### src/rtl/wptp_pkg.sv
// Shared types, character codes and marker tables for the word-processor text converter.
// Used by wptp_ctrl, wptp_datapath and word_processor_text_to_plain.
package wptp_pkg;

	localparam int TAB_STOP    = 8;
	localparam int MAX_COLUMN  = 255;
	localparam int MAX_RESULTS = 40;
	localparam int EMIT_LIMIT  = MAX_RESULTS - 1;
	localparam int ECNT_W      = $clog2(MAX_RESULTS);

	localparam logic [7:0] COL_MAX = 8'(MAX_COLUMN);

	localparam logic [6:0] CH_NUL         = 7'h00;
	localparam logic [6:0] CH_BOLD        = 7'h02;
	localparam logic [6:0] CH_TAB         = 7'h09;
	localparam logic [6:0] CH_NL          = 7'h0A;
	localparam logic [6:0] CH_CR          = 7'h0D;
	localparam logic [6:0] CH_UNDER       = 7'h13;
	localparam logic [6:0] CH_RAISE       = 7'h14;
	localparam logic [6:0] CH_LOWER       = 7'h16;
	localparam logic [6:0] CH_SOFT_HYPHEN = 7'h1F;
	localparam logic [6:0] CH_CTRL_LAST   = 7'h1F;
	localparam logic [6:0] CH_SPACE       = 7'h20;
	localparam logic [6:0] CH_DOT         = 7'h2E;
	localparam logic [6:0] CH_LT          = 7'h3C;
	localparam logic [6:0] CH_GT          = 7'h3E;
	localparam logic [6:0] CH_CARET       = 7'h5E;
	localparam logic [6:0] CH_USCORE      = 7'h5F;
	localparam logic [6:0] CH_DEL         = 7'h7F;

	typedef enum logic [2:0] {
		ST_IDLE,
		ST_DECODE,
		ST_TABS,
		ST_SPACES,
		ST_CHAR,
		ST_NEWLINE,
		ST_MARK
	} state_t;

	typedef enum logic [1:0] {
		CL_NONE,
		CL_NEWLINE,
		CL_MARK,
		CL_PRINT
	} cls_t;

	typedef enum logic [2:0] {
		EM_NONE,
		EM_TAB,
		EM_SPACE,
		EM_CHAR,
		EM_NL,
		EM_MARK
	} emit_t;

	typedef enum logic [1:0] {
		MK_BOLD,
		MK_UNDER,
		MK_LOWER,
		MK_RAISE
	} mark_t;

	typedef struct packed {
		logic  load;
		logic  apply;
		emit_t emit;
	} cmd_t;

	typedef struct packed {
		cls_t cls;
		logic has_lay;
		logic tab_more;
		logic space_more;
		logic mark_final;
		logic slot_free;
	} status_t;

	function automatic logic [7:0] col_bump(input logic [7:0] col);
		return (col < COL_MAX) ? col + 8'd1 : col;
	endfunction

	function automatic logic [1:0] mark_len(input mark_t sel);
		return (sel == MK_BOLD) ? 2'd3 : 2'd2;
	endfunction

	function automatic logic [6:0] mark_char(input mark_t sel, input logic closing,
			input logic [1:0] idx);
		logic [6:0] ch;
		ch = CH_LT;
		case (sel)
			MK_BOLD, MK_LOWER: begin
				ch = closing ? CH_GT : CH_LT;
			end
			MK_UNDER: begin
				if (closing) ch = (idx == 2'd0) ? CH_USCORE : CH_GT;
				else         ch = (idx == 2'd0) ? CH_LT : CH_USCORE;
			end
			MK_RAISE: begin
				if (closing) ch = (idx == 2'd0) ? CH_CARET : CH_GT;
				else         ch = (idx == 2'd0) ? CH_LT : CH_CARET;
			end
			default: begin
				ch = CH_LT;
			end
		endcase
		return ch;
	endfunction

endpackage

### src/rtl/word_processor_text_to_plain.sv
// Top level of the word-processor text to plain ASCII converter.
// Depends on wptp_pkg; instantiates wptp_ctrl and wptp_datapath.
//
// One byte is taken per item and turned into zero or more ASCII beats, the final beat of an
// item carrying last. The state machine handles one byte at a time: it accepts the byte, then
// decodes it. A byte that yields nothing, or one character launched into the output register
// while its slot is free, is done at decode; a marker then emits its characters, and a
// printable byte after a space run lays down tabs, spaces, then the character. The output
// register lets the next byte be accepted while the last beat waits; output stall holds beats.
module word_processor_text_to_plain (
	input  logic       clk,
	input  logic       arst_n,
	input  logic [7:0] in_byte,
	input  logic       in_valid,
	output logic       in_stall,
	output logic [6:0] out_char,
	output logic       last,
	output logic       out_valid,
	input  logic       out_stall
);
	import wptp_pkg::*;

	cmd_t    cmd;
	status_t st;

	wptp_ctrl u_ctrl (
		.clk      (clk),
		.arst_n   (arst_n),
		.in_valid (in_valid),
		.in_stall (in_stall),
		.st       (st),
		.cmd      (cmd)
	);

	wptp_datapath u_dp (
		.clk       (clk),
		.arst_n    (arst_n),
		.in_byte   (in_byte),
		.cmd       (cmd),
		.st        (st),
		.out_valid (out_valid),
		.out_stall (out_stall),
		.out_char  (out_char),
		.last      (last)
	);

	a_emit_slot: assert property (@(posedge clk) disable iff (!arst_n)
		cmd.emit != EM_NONE |-> st.slot_free)
		else $error("beat launched over a held output");

	a_accept_busy: assert property (@(posedge clk) disable iff (!arst_n)
		in_valid && !in_stall |=> in_stall && cmd.apply)
		else $error("accepted byte not decoded next cycle");

	a_mark_done: assert property (@(posedge clk) disable iff (!arst_n)
		cmd.emit == EM_MARK && st.mark_final |=> !in_stall)
		else $error("marker end did not release input");

	a_last_done: assert property (@(posedge clk) disable iff (!arst_n)
		(cmd.emit == EM_CHAR || cmd.emit == EM_NL) |=> out_valid && last && !in_stall)
		else $error("final beat not marked last");

endmodule

### src/rtl/wptp_ctrl.sv
// Sequencing state machine of the text converter: input handshake and emit order.
// Depends on wptp_pkg; drives commands to wptp_datapath from its status.
module wptp_ctrl (
	input  logic               clk,
	input  logic               arst_n,
	input  logic               in_valid,
	output logic               in_stall,
	input  wptp_pkg::status_t  st,
	output wptp_pkg::cmd_t     cmd
);
	import wptp_pkg::*;

	state_t state_q;
	state_t state_nxt;

	always_ff @(posedge clk or negedge arst_n) begin
		if (!arst_n) begin
			state_q <= ST_IDLE;
		end else begin
			state_q <= state_nxt;
		end
	end

	always_comb begin
		state_nxt = state_q;
		cmd       = '0;
		cmd.emit  = EM_NONE;
		in_stall  = (state_q != ST_IDLE);
		case (state_q)
			ST_IDLE: begin
				if (in_valid) begin
					cmd.load  = 1'b1;
					state_nxt = ST_DECODE;
				end
			end
			ST_DECODE: begin
				cmd.apply = 1'b1;
				case (st.cls)
					CL_NONE: begin
						state_nxt = ST_IDLE;
					end
					CL_NEWLINE: begin
						if (st.slot_free) begin
							cmd.emit  = EM_NL;
							state_nxt = ST_IDLE;
						end else begin
							state_nxt = ST_NEWLINE;
						end
					end
					CL_MARK: begin
						state_nxt = ST_MARK;
					end
					CL_PRINT: begin
						if (st.has_lay) begin
							state_nxt = ST_TABS;
						end else if (st.slot_free) begin
							cmd.emit  = EM_CHAR;
							state_nxt = ST_IDLE;
						end else begin
							state_nxt = ST_CHAR;
						end
					end
					default: begin
						state_nxt = ST_IDLE;
					end
				endcase
			end
			ST_TABS: begin
				if (!st.tab_more) begin
					state_nxt = ST_SPACES;
				end else if (st.slot_free) begin
					cmd.emit = EM_TAB;
				end
			end
			ST_SPACES: begin
				if (!st.space_more) begin
					state_nxt = ST_CHAR;
				end else if (st.slot_free) begin
					cmd.emit = EM_SPACE;
				end
			end
			ST_CHAR: begin
				if (st.slot_free) begin
					cmd.emit  = EM_CHAR;
					state_nxt = ST_IDLE;
				end
			end
			ST_NEWLINE: begin
				if (st.slot_free) begin
					cmd.emit  = EM_NL;
					state_nxt = ST_IDLE;
				end
			end
			ST_MARK: begin
				if (st.slot_free) begin
					cmd.emit = EM_MARK;
					if (st.mark_final) state_nxt = ST_IDLE;
				end
			end
			default: begin
				state_nxt = ST_IDLE;
			end
		endcase
	end

endmodule

### src/rtl/wptp_datapath.sv
// Datapath of the text converter: byte decode, column and toggle state, run counters, output beat.
// Depends on wptp_pkg; driven by commands from wptp_ctrl.
module wptp_datapath (
	input  logic               clk,
	input  logic               arst_n,
	input  logic [7:0]         in_byte,
	input  wptp_pkg::cmd_t     cmd,
	output wptp_pkg::status_t  st,
	output logic               out_valid,
	input  logic               out_stall,
	output logic [6:0]         out_char,
	output logic               last
);
	import wptp_pkg::*;

	logic [7:0] byte_q;
	logic [7:0] col_q, pend_q;
	logic       bold_q, under_q, lower_q, raise_q;
	logic       gap_q, hyph_q, dir_q, wrap_q;
	logic       out_valid_q;
	logic [6:0] out_char_q;
	logic       last_q;
	logic [7:0] tab_cnt_q, space_cnt_q;
	logic [ECNT_W-1:0] ecount_q;
	mark_t      mark_sel_q;
	logic       mark_close_q;
	logic [1:0] mark_idx_q;

	logic [6:0] c;
	logic       soft_bit;
	cls_t       cls;
	logic [7:0] col_n, pend_n;
	logic       bold_n, under_n, lower_n, raise_n;
	logic       gap_n, hyph_n, dir_n, wrap_n;
	mark_t      msel;
	logic       mclose;
	logic [7:0] col1, pend1, lay_from, tabs_c, spaces_c;
	logic       room;
	logic       slot_free;

	assign c        = byte_q[6:0];
	assign soft_bit = byte_q[7];

	always_comb begin
		col1     = gap_q ? col_bump(col_q) : col_q;
		pend1    = gap_q ? 8'd1 : pend_q;
		lay_from = (pend1 > col1) ? 8'd0 : col1 - pend1;
		tabs_c   = '0;
		spaces_c = '0;
		if (pend1 != 8'd0) begin
			tabs_c   = 8'(col1 / TAB_STOP) - 8'(lay_from / TAB_STOP);
			spaces_c = (tabs_c == 8'd0) ? col1 - lay_from : 8'(col1 % TAB_STOP);
		end
	end

	always_comb begin
		cls     = CL_NONE;
		col_n   = col_q;
		pend_n  = pend_q;
		bold_n  = bold_q;
		under_n = under_q;
		lower_n = lower_q;
		raise_n = raise_q;
		gap_n   = gap_q;
		hyph_n  = hyph_q;
		dir_n   = dir_q;
		wrap_n  = wrap_q;
		msel    = MK_BOLD;
		mclose  = 1'b0;
		if (c == CH_CR) begin
			cls = CL_NONE;
		end else if (c == CH_NL) begin
			if (hyph_q) begin
				wrap_n = 1'b1;
				hyph_n = 1'b0;
			end else begin
				if (!dir_q) cls = CL_NEWLINE;
				col_n  = '0;
				pend_n = '0;
				dir_n  = 1'b0;
				wrap_n = 1'b0;
			end
		end else if (dir_q) begin
			cls = CL_NONE;
		end else if (c == CH_SPACE) begin
			if (!soft_bit) begin
				gap_n = 1'b0;
				if (col_q < COL_MAX) begin
					pend_n = pend_q + 8'd1;
					col_n  = col_q + 8'd1;
				end
				if (wrap_q) begin
					cls    = CL_NEWLINE;
					col_n  = '0;
					pend_n = '0;
					dir_n  = 1'b0;
					wrap_n = 1'b0;
				end
			end else begin
				gap_n = 1'b1;
			end
		end else if (c == CH_SOFT_HYPHEN) begin
			hyph_n = 1'b1;
		end else if (c == CH_DOT && col_q == 8'd0) begin
			dir_n = 1'b1;
		end else if (c == CH_BOLD) begin
			cls    = CL_MARK;
			msel   = MK_BOLD;
			mclose = bold_q;
			bold_n = !bold_q;
		end else if (c == CH_UNDER) begin
			cls     = CL_MARK;
			msel    = MK_UNDER;
			mclose  = under_q;
			under_n = !under_q;
		end else if (c == CH_LOWER) begin
			cls     = CL_MARK;
			msel    = MK_LOWER;
			mclose  = lower_q;
			lower_n = !lower_q;
		end else if (c == CH_RAISE) begin
			cls     = CL_MARK;
			msel    = MK_RAISE;
			mclose  = raise_q;
			raise_n = !raise_q;
		end else if (c inside {[CH_NUL:CH_CTRL_LAST], CH_DEL}) begin
			cls = CL_NONE;
		end else begin
			cls    = CL_PRINT;
			gap_n  = 1'b0;
			pend_n = '0;
			col_n  = col_bump(col1);
		end
	end

	assign room      = (ecount_q < ECNT_W'(EMIT_LIMIT));
	assign slot_free = !out_valid_q || !out_stall;

	always_comb begin
		st            = '0;
		st.cls        = cls;
		st.has_lay    = (tabs_c != 8'd0) || (spaces_c != 8'd0);
		st.tab_more   = (tab_cnt_q != 8'd0) && room;
		st.space_more = (space_cnt_q != 8'd0) && room;
		st.mark_final = (mark_idx_q == mark_len(mark_sel_q) - 2'd1);
		st.slot_free  = slot_free;
	end

	always_ff @(posedge clk or negedge arst_n) begin
		if (!arst_n) begin
			col_q       <= '0;
			pend_q      <= '0;
			bold_q      <= 1'b0;
			under_q     <= 1'b0;
			lower_q     <= 1'b0;
			raise_q     <= 1'b0;
			gap_q       <= 1'b0;
			hyph_q      <= 1'b0;
			dir_q       <= 1'b0;
			wrap_q      <= 1'b0;
			out_valid_q <= 1'b0;
		end else begin
			if (cmd.apply) begin
				col_q   <= col_n;
				pend_q  <= pend_n;
				bold_q  <= bold_n;
				under_q <= under_n;
				lower_q <= lower_n;
				raise_q <= raise_n;
				gap_q   <= gap_n;
				hyph_q  <= hyph_n;
				dir_q   <= dir_n;
				wrap_q  <= wrap_n;
			end
			if (cmd.emit != EM_NONE) begin
				out_valid_q <= 1'b1;
			end else if (!out_stall) begin
				out_valid_q <= 1'b0;
			end
		end
	end

	always_ff @(posedge clk) begin
		if (cmd.load) byte_q <= in_byte;
		if (cmd.apply) begin
			tab_cnt_q    <= tabs_c;
			space_cnt_q  <= spaces_c;
			ecount_q     <= '0;
			mark_sel_q   <= msel;
			mark_close_q <= mclose;
			mark_idx_q   <= '0;
		end
		case (cmd.emit)
			EM_TAB: begin
				out_char_q <= CH_TAB;
				last_q     <= 1'b0;
				tab_cnt_q  <= tab_cnt_q - 8'd1;
				ecount_q   <= ecount_q + 1'b1;
			end
			EM_SPACE: begin
				out_char_q  <= CH_SPACE;
				last_q      <= 1'b0;
				space_cnt_q <= space_cnt_q - 8'd1;
				ecount_q    <= ecount_q + 1'b1;
			end
			EM_CHAR: begin
				out_char_q <= c;
				last_q     <= 1'b1;
			end
			EM_NL: begin
				out_char_q <= CH_NL;
				last_q     <= 1'b1;
			end
			EM_MARK: begin
				out_char_q <= mark_char(mark_sel_q, mark_close_q, mark_idx_q);
				last_q     <= st.mark_final;
				mark_idx_q <= mark_idx_q + 2'd1;
			end
			default: begin
			end
		endcase
	end

	assign out_valid = out_valid_q;
	assign out_char  = out_char_q;
	assign last      = last_q;

endmodule
### config.mk
export PLATFORM = sky130hd
export DESIGN_NAME = word_processor_text_to_plain
export DESIGN_NICKNAME = d
export VERILOG_FILES = /design/src/rtl/wptp_pkg.sv /design/src/rtl/word_processor_text_to_plain.sv /design/src/rtl/wptp_ctrl.sv /design/src/rtl/wptp_datapath.sv
export SDC_FILE = /design/constraint.sdc
export NUM_CORES = 1
export LEC_CHECK = 0
export ABC_AREA = 1
export BUFFER_PORTS_ARGS = -buffer_cell sky130_fd_sc_hd__buf_2
export CELL_PAD_IN_SITES_DETAIL_PLACEMENT = 1
export CELL_PAD_IN_SITES_GLOBAL_PLACEMENT = 2
export CORE_ASPECT_RATIO = 1.5
export CORE_UTILIZATION = 33
export CTS_CLUSTER_DIAMETER = 150
export CTS_CLUSTER_SIZE = 25
export DETAILED_ROUTE_END_ITERATION = 8
export GPL_TIMING_DRIVEN = 1
export PLACE_DENSITY_LB_ADDON = 0.1
export SYNTH_ARGS = -nofsm -noshare
export SYNTH_HDL_FRONTEND = slang
export SYNTH_HIERARCHICAL = 1
export SYNTH_SLANG_ARGS = --single-unit
### constraint.sdc
create_clock -name clk -period 5.45 [get_ports clk]
set_input_delay 0.2725 -clock clk [delete_from_list [all_inputs] [get_ports clk]]
set_output_delay 0.2725 -clock clk [all_outputs]
set_load 0.02 [all_outputs]
* Word level (Yosys, flattened, before mapping) *
Index checks and enable logic that the tools add are counted.

word-level totals
  bits in registers = 71
  output and inout port bits = 10

cells by class
  muxes and demuxes = 125
  equal/unequal tests = 55
  add/subtract/negate cells = 11
  magnitude comparators = 6
  reductions and logical operators = 52
  bitwise operators = 9

operator list
  operator                                               count
  2-to-1 mux 8 bit                                       38
  2-to-1 mux 7 bit                                       6
  2-to-1 mux 2 bit                                       20
  nonzero test 8 bit                                     5
  2-to-1 mux 1 bit                                       39
  2-to-1 mux 3 bit                                       13
  one-hot mux 3 bit (6 select lines)                     2
  one-hot mux 7 bit (5 select lines)                     1
  equality test 7 x 5 -> 1 bit, second input constant    4
  adder 8 x 1 -> 8 bit, second input constant            3
  inequality test 2 x 1 -> 1 bit, second input constant  11
  AND reduction 11 bit                                   2
  inequality test 3 x 1 -> 1 bit, second input constant  7
  one-hot mux 7 bit (3 select lines)                     1
  logical NOT 8 bit                                      2
  less-than comparator 8 bit, second input constant      2
  subtractor 8 x 1 -> 8 bit, second input constant       2
  subtractor 8 bit                                       2
  equality test 3 bit, second input constant             5
  equality test 7 x 4 -> 1 bit, second input constant    2
  equality test 7 x 6 -> 1 bit, second input constant    2
  inequality test 2 bit, second input constant           7
  nonzero test 2 bit                                     7
  AND reduction 13 bit                                   1
  40 further kinds                                       74

* Logic depth before layout (Yosys ltp) *
  depth after elaboration = 20
  depth in mapped cells = 43

* By module *
The synthesis kept the hierarchy.

by module, submodules not included
  module         instances  area an instance (um^2)  sequential area each (um^2)  cells each
  wptp_datapath  1          5,285.1                  1,916.8                      708
  wptp_ctrl      1          357.8                    75.1                         58

* Least setup slack after synthesis *
Ideal clock, no wire load.

  path type = register -> register
  from = register u_dp.col_q[0]
  to = register u_dp.tab_cnt_q[0] (enable)
  data arrival time = 5,002 ps
  period minus slack after synthesis = 5,331 ps
  path slack = 119 ps
  stages on the path, launching flop included = 39
  required time = 5,121 ps
  path through = dfrtp_1 > ha_1 > nand2_2 > nor2_4 > nand2_4 > nand2_1 > nand2_1 > nand2_2 > nand2_4 > ha_1 > inv_1 > fa_1 > nand3_1 > nand2_1 > nand2_1 > nand2_1 > nand3_1 > inv_1 > (+3 left out) > nor2_1 > nand3_1 > nor2_2 > nand2_1 > o21ai_0 > nand2_1 > nor2_1 > nand4_1 > nor2_1 > nand4_1 > nand4_1 > inv_1 > nor2_1 > inv_1 > nor2_1 > inv_1 > clkbuf_1 > nand2_1

RTL lines
  what                      RTL line              source
  start: declaration        wptp_datapath.sv:17   logic [7:0] col_q, pend_q;
  start signal: assignment  wptp_datapath.sv:164  col_q <= col_n;
  end signal: assignment    wptp_datapath.sv:186  tab_cnt_q <= tabs_c;
  end signal: assignment    wptp_datapath.sv:197  tab_cnt_q <= tab_cnt_q - 8'd1;
  end: declaration          wptp_datapath.sv:23   logic [7:0] tab_cnt_q, space_cnt_q;

==> metrics.md <==
| Metric | Value |
|---|---|
| Die width | `109 um` |
| RSZ-0062 raised after global routing | `yes` |
| R2r worst-path depth | `38` |
| Fin nets | `941` |
| GP Congestion | `0.830` |
| Initial Utilization | `0.337` |
| Post-synth EDFFs | `43` |
| Most used DFF post-synth | `edfxtp_1` |
| Leak pwr | `3.61 nW` |
| Switch share | `0.462` |
| Routed WL | `18600 um` |
| P_int | `2.91 mW` |
| CP Capture Type | `flip-flop` |
| CTS buffer count | `9` |
| Normalized max-slew margin | `0.355` |
| Die Area | `0.0176 mm2` |
| CP delay by family, top | `simple AND/OR/NAND/NOR gates` |
| Clk_lat worst skew | `0.34 ns` |
| Clock share of power | `0.114` |
| Post-route clock period utilization | `0.991` |
| Outcome | `complete, no violations` |
| Filler Cell Count | `2043` |
| Initial DRC Count | `187` |
| Cell Area, Placed | `0.00663 mm2` |
| Yosys top cell area share | `0.229` |
| Post-route cell area | `0.00773 mm2` |
| Net Sw Power | `2.50 mW` |
| Top-count cell post-synth | `nand2_1` |
| # IOs | `22` |
| Antenna Nets Post-Route | `0` |
| Peak VDD IR | `0.273 mV` |
| Clock sink count | `71` |
| Final setup viols | `0` |
| Total Routing Usage GR | `0.215` |
| CORE AREA | `0.0168 mm2` |
| HP Class | `in -> async` |
| Sequential element share of the synthesized area | `0.353` |
| Distinct cells, synth | `50` |
| Synth async-reset ratio | `0.394` |
| RR Startpoint | `u_dp/col_q[0]` |
| Net count after synthesis | `808` |
| Synthesized area | `0.00564 mm2` |
| Ranking of synthesized cells by area | `edfxtp_1 (23%), nand2_1 (13%), dfrtp_1 (12%)` |
| Period minus WS final | `5.40 ns` |
| CTS tree | `done` |
| Final hold viol count | `0` |
| CTS Root Cell | `clkbuf_16` |
| Synthesis-to-finish area growth | `37.0%` |
| Worst-path clk slew | `0.07 ns` |
| Drt first pass iters | `4` |
| Wire per inst | `16.7 um` |
| Grt ovf | `0` |
| Worst Path Required | `5.63 ns` |
| Setup tns final | `0 ns` |
| Kind of critical path | `reg -> reg` |
| Buf/Inv on CP | `8` |
| R2r setup slk | `0.05 ns` |
| I/O Buffers | `21` |
| CP Data Arrival Time | `5.58 ns` |
| Syn avg cell area | `7.37 um2` |
| First-pass GRT wire length | `29000 um` |
| Setup ws final | `0.0470 ns` |
| DP Worst Slack | `-0.286 ns` |
| Via count | `5635` |
| Drt drc | `0` |
| Max cap viols | `0` |
| H-tree depth | `3` |
| CP startpoint kind | `flip-flop` |
| CP max FO | `5` |
| # rows | `58` |
| Initial antenna violation count | `0` |
| Layout cells sized above 1 | `0.334` |
| Power Dens Cells | `699 mW/mm2` |
| CP max stage delay | `0.42 ns` |
| Sequential fraction of design power | `0.192` |
| Final total power | `5.41 mW` |
| Post-detail-place hpwl | `14600 um` |
| Final Skew | `0.00976 ns` |
| Gate power share | `0.694` |
| RR Endpoint | `u_dp/ecount_q[2]` |
| Slowest CP cell | `fa_2` |
| Seq. cell area | `0.00199 mm2` |
| Via density | `5.06` |
| N_diodes | `0` |
| Area taken by multi-input logic gates | `0.00368 mm2` |
| Synth area leader | `edfxtp_1` |
| Synth Register Bits | `71` |
| Vias in the first global route | `5971` |
| Slew Viols, Final | `0` |
| Clock Path Buffers | `2` |
| Die height | `162 um` |
| Max frequency | `185 MHz` |
| Largest net degree at the start of global routing | `29` |
| Yosys warnings | `6` |
| Worst Tran Pin Value | `0.964 ns` |
| Cells after Synth | `766` |
| Synth cell count leaders | `nand2_1 (193), inv_1 (107), nand3_1 (69)` |
[layer usage]
metal,up-vias,GRT usage,share of wire
li1,2794,-,-
met5,-,0,0
met2,59,0.427,0.58
met4,0,0.0749,0.025
met1,2756,0.223,0.38
met3,26,0.0281,0.015
[power by group through the flow]
stage                     Combinational (mW)  Clock [mW]  Sequential [mW]
final                                   3.75       0.616             1.04
after global routing                    4.13       0.652             1.06
after CTS                               3.13       0.638             1.03
after detailed placement                2.94           0             1.04
after global placement                  2.87           0             1.02
after floorplan                         1.70           0             1.04
[layout by cell type (no fill, tap or decap), types with 9 or more instances in the layout]
master and instances:
nand2_2 24, clkbuf_16 9, ha_1 17, xor2_1 14, xnor2_1 10, a21oi_2 11, inv_2 21, nand4_1 19
edfxtp_1 43, nand3_2 19, nor2_4 14, inv_1 93, buf_4 95, buf_2 21, buf_6 17, nand3_1 51
nand2_4 11, nand2_1 171, nor2_1 56, dfrtp_1 27, o21ai_0 13, a21oi_1 18, o21ai_1 21, nor3_1 17
[metrics by stage]
stage	cells	hold WS, ns	utilization
floorplan	766	-0.0231	-
global placement	1076	0.382	0.395
detailed placement	1076	0.411	0.395
CTS	1098	0.0268	0.425
global route	1114	0.0586	0.461
finish	1114	0.00987	0.461
[cells by family after synthesis]
| group | synth area share |
|---|---|
| compound gates | 0.101 |
| xor+xnor | 0.0419 |
| fa+ha+maj | 0.0705 |
| buf+inv | 0.0922 |
| flops | 0.353 |
| mux | 0.00355 |
| simple gates | 0.338 |
[area by class of cell]
| cell class | instances | share of cell area |
|---|---|---|
| Clock inverter | 5 | 0.00825 |
| Inverter | 116 | 0.0570 |
| Clock buffer | 11 | 0.0314 |
| Multi-Input combinational cell | 566 | 0.476 |
| Tap cell | 210 | 0.0340 |
| Sequential cell | 71 | 0.258 |
| Timing Repair Buffer | 135 | 0.136 |
[registers in the layout, summed over array words and instances, names as in the netlist, 2 cells and up]
register / count
u_dp/mark_idx_q: 2
u_dp/out_char: 7
u_dp/space_cnt_q: 8
u_dp/pend_q: 8
u_dp/byte_q: 8
u_dp/mark_sel_q: 2
u_dp/ecount_q: 6
u_dp/col_q: 8
u_dp/tab_cnt_q: 8
u_ctrl/state_q: 3
[repair_timing]
action	CTS	global route
setup endpoints to repair	64	64
hold buffers	0	0
gates resized for setup	39	129
buffers inserted	6	17
pin swaps	18	49
[how the worst max path moves through the flow]
stage,start,to,slack [ns],depth (start not counted)
detailed placement,u_dp/col_q[0],u_dp/out_char[6],-0.29,37
global route,u_dp/col_q[0],u_dp/ecount_q[2],-0.30,38
global placement,u_dp/col_q[0],u_dp/tab_cnt_q[0],-0.12,39
floorplan,u_dp/col_q[0],u_dp/tab_cnt_q[0],0.12,38
CTS,u_dp/col_q[1],u_dp/out_char[6],0.003,39
finish,u_dp/col_q[0],u_dp/ecount_q[2],0.05,38
(Power assumes the default switching activity.)
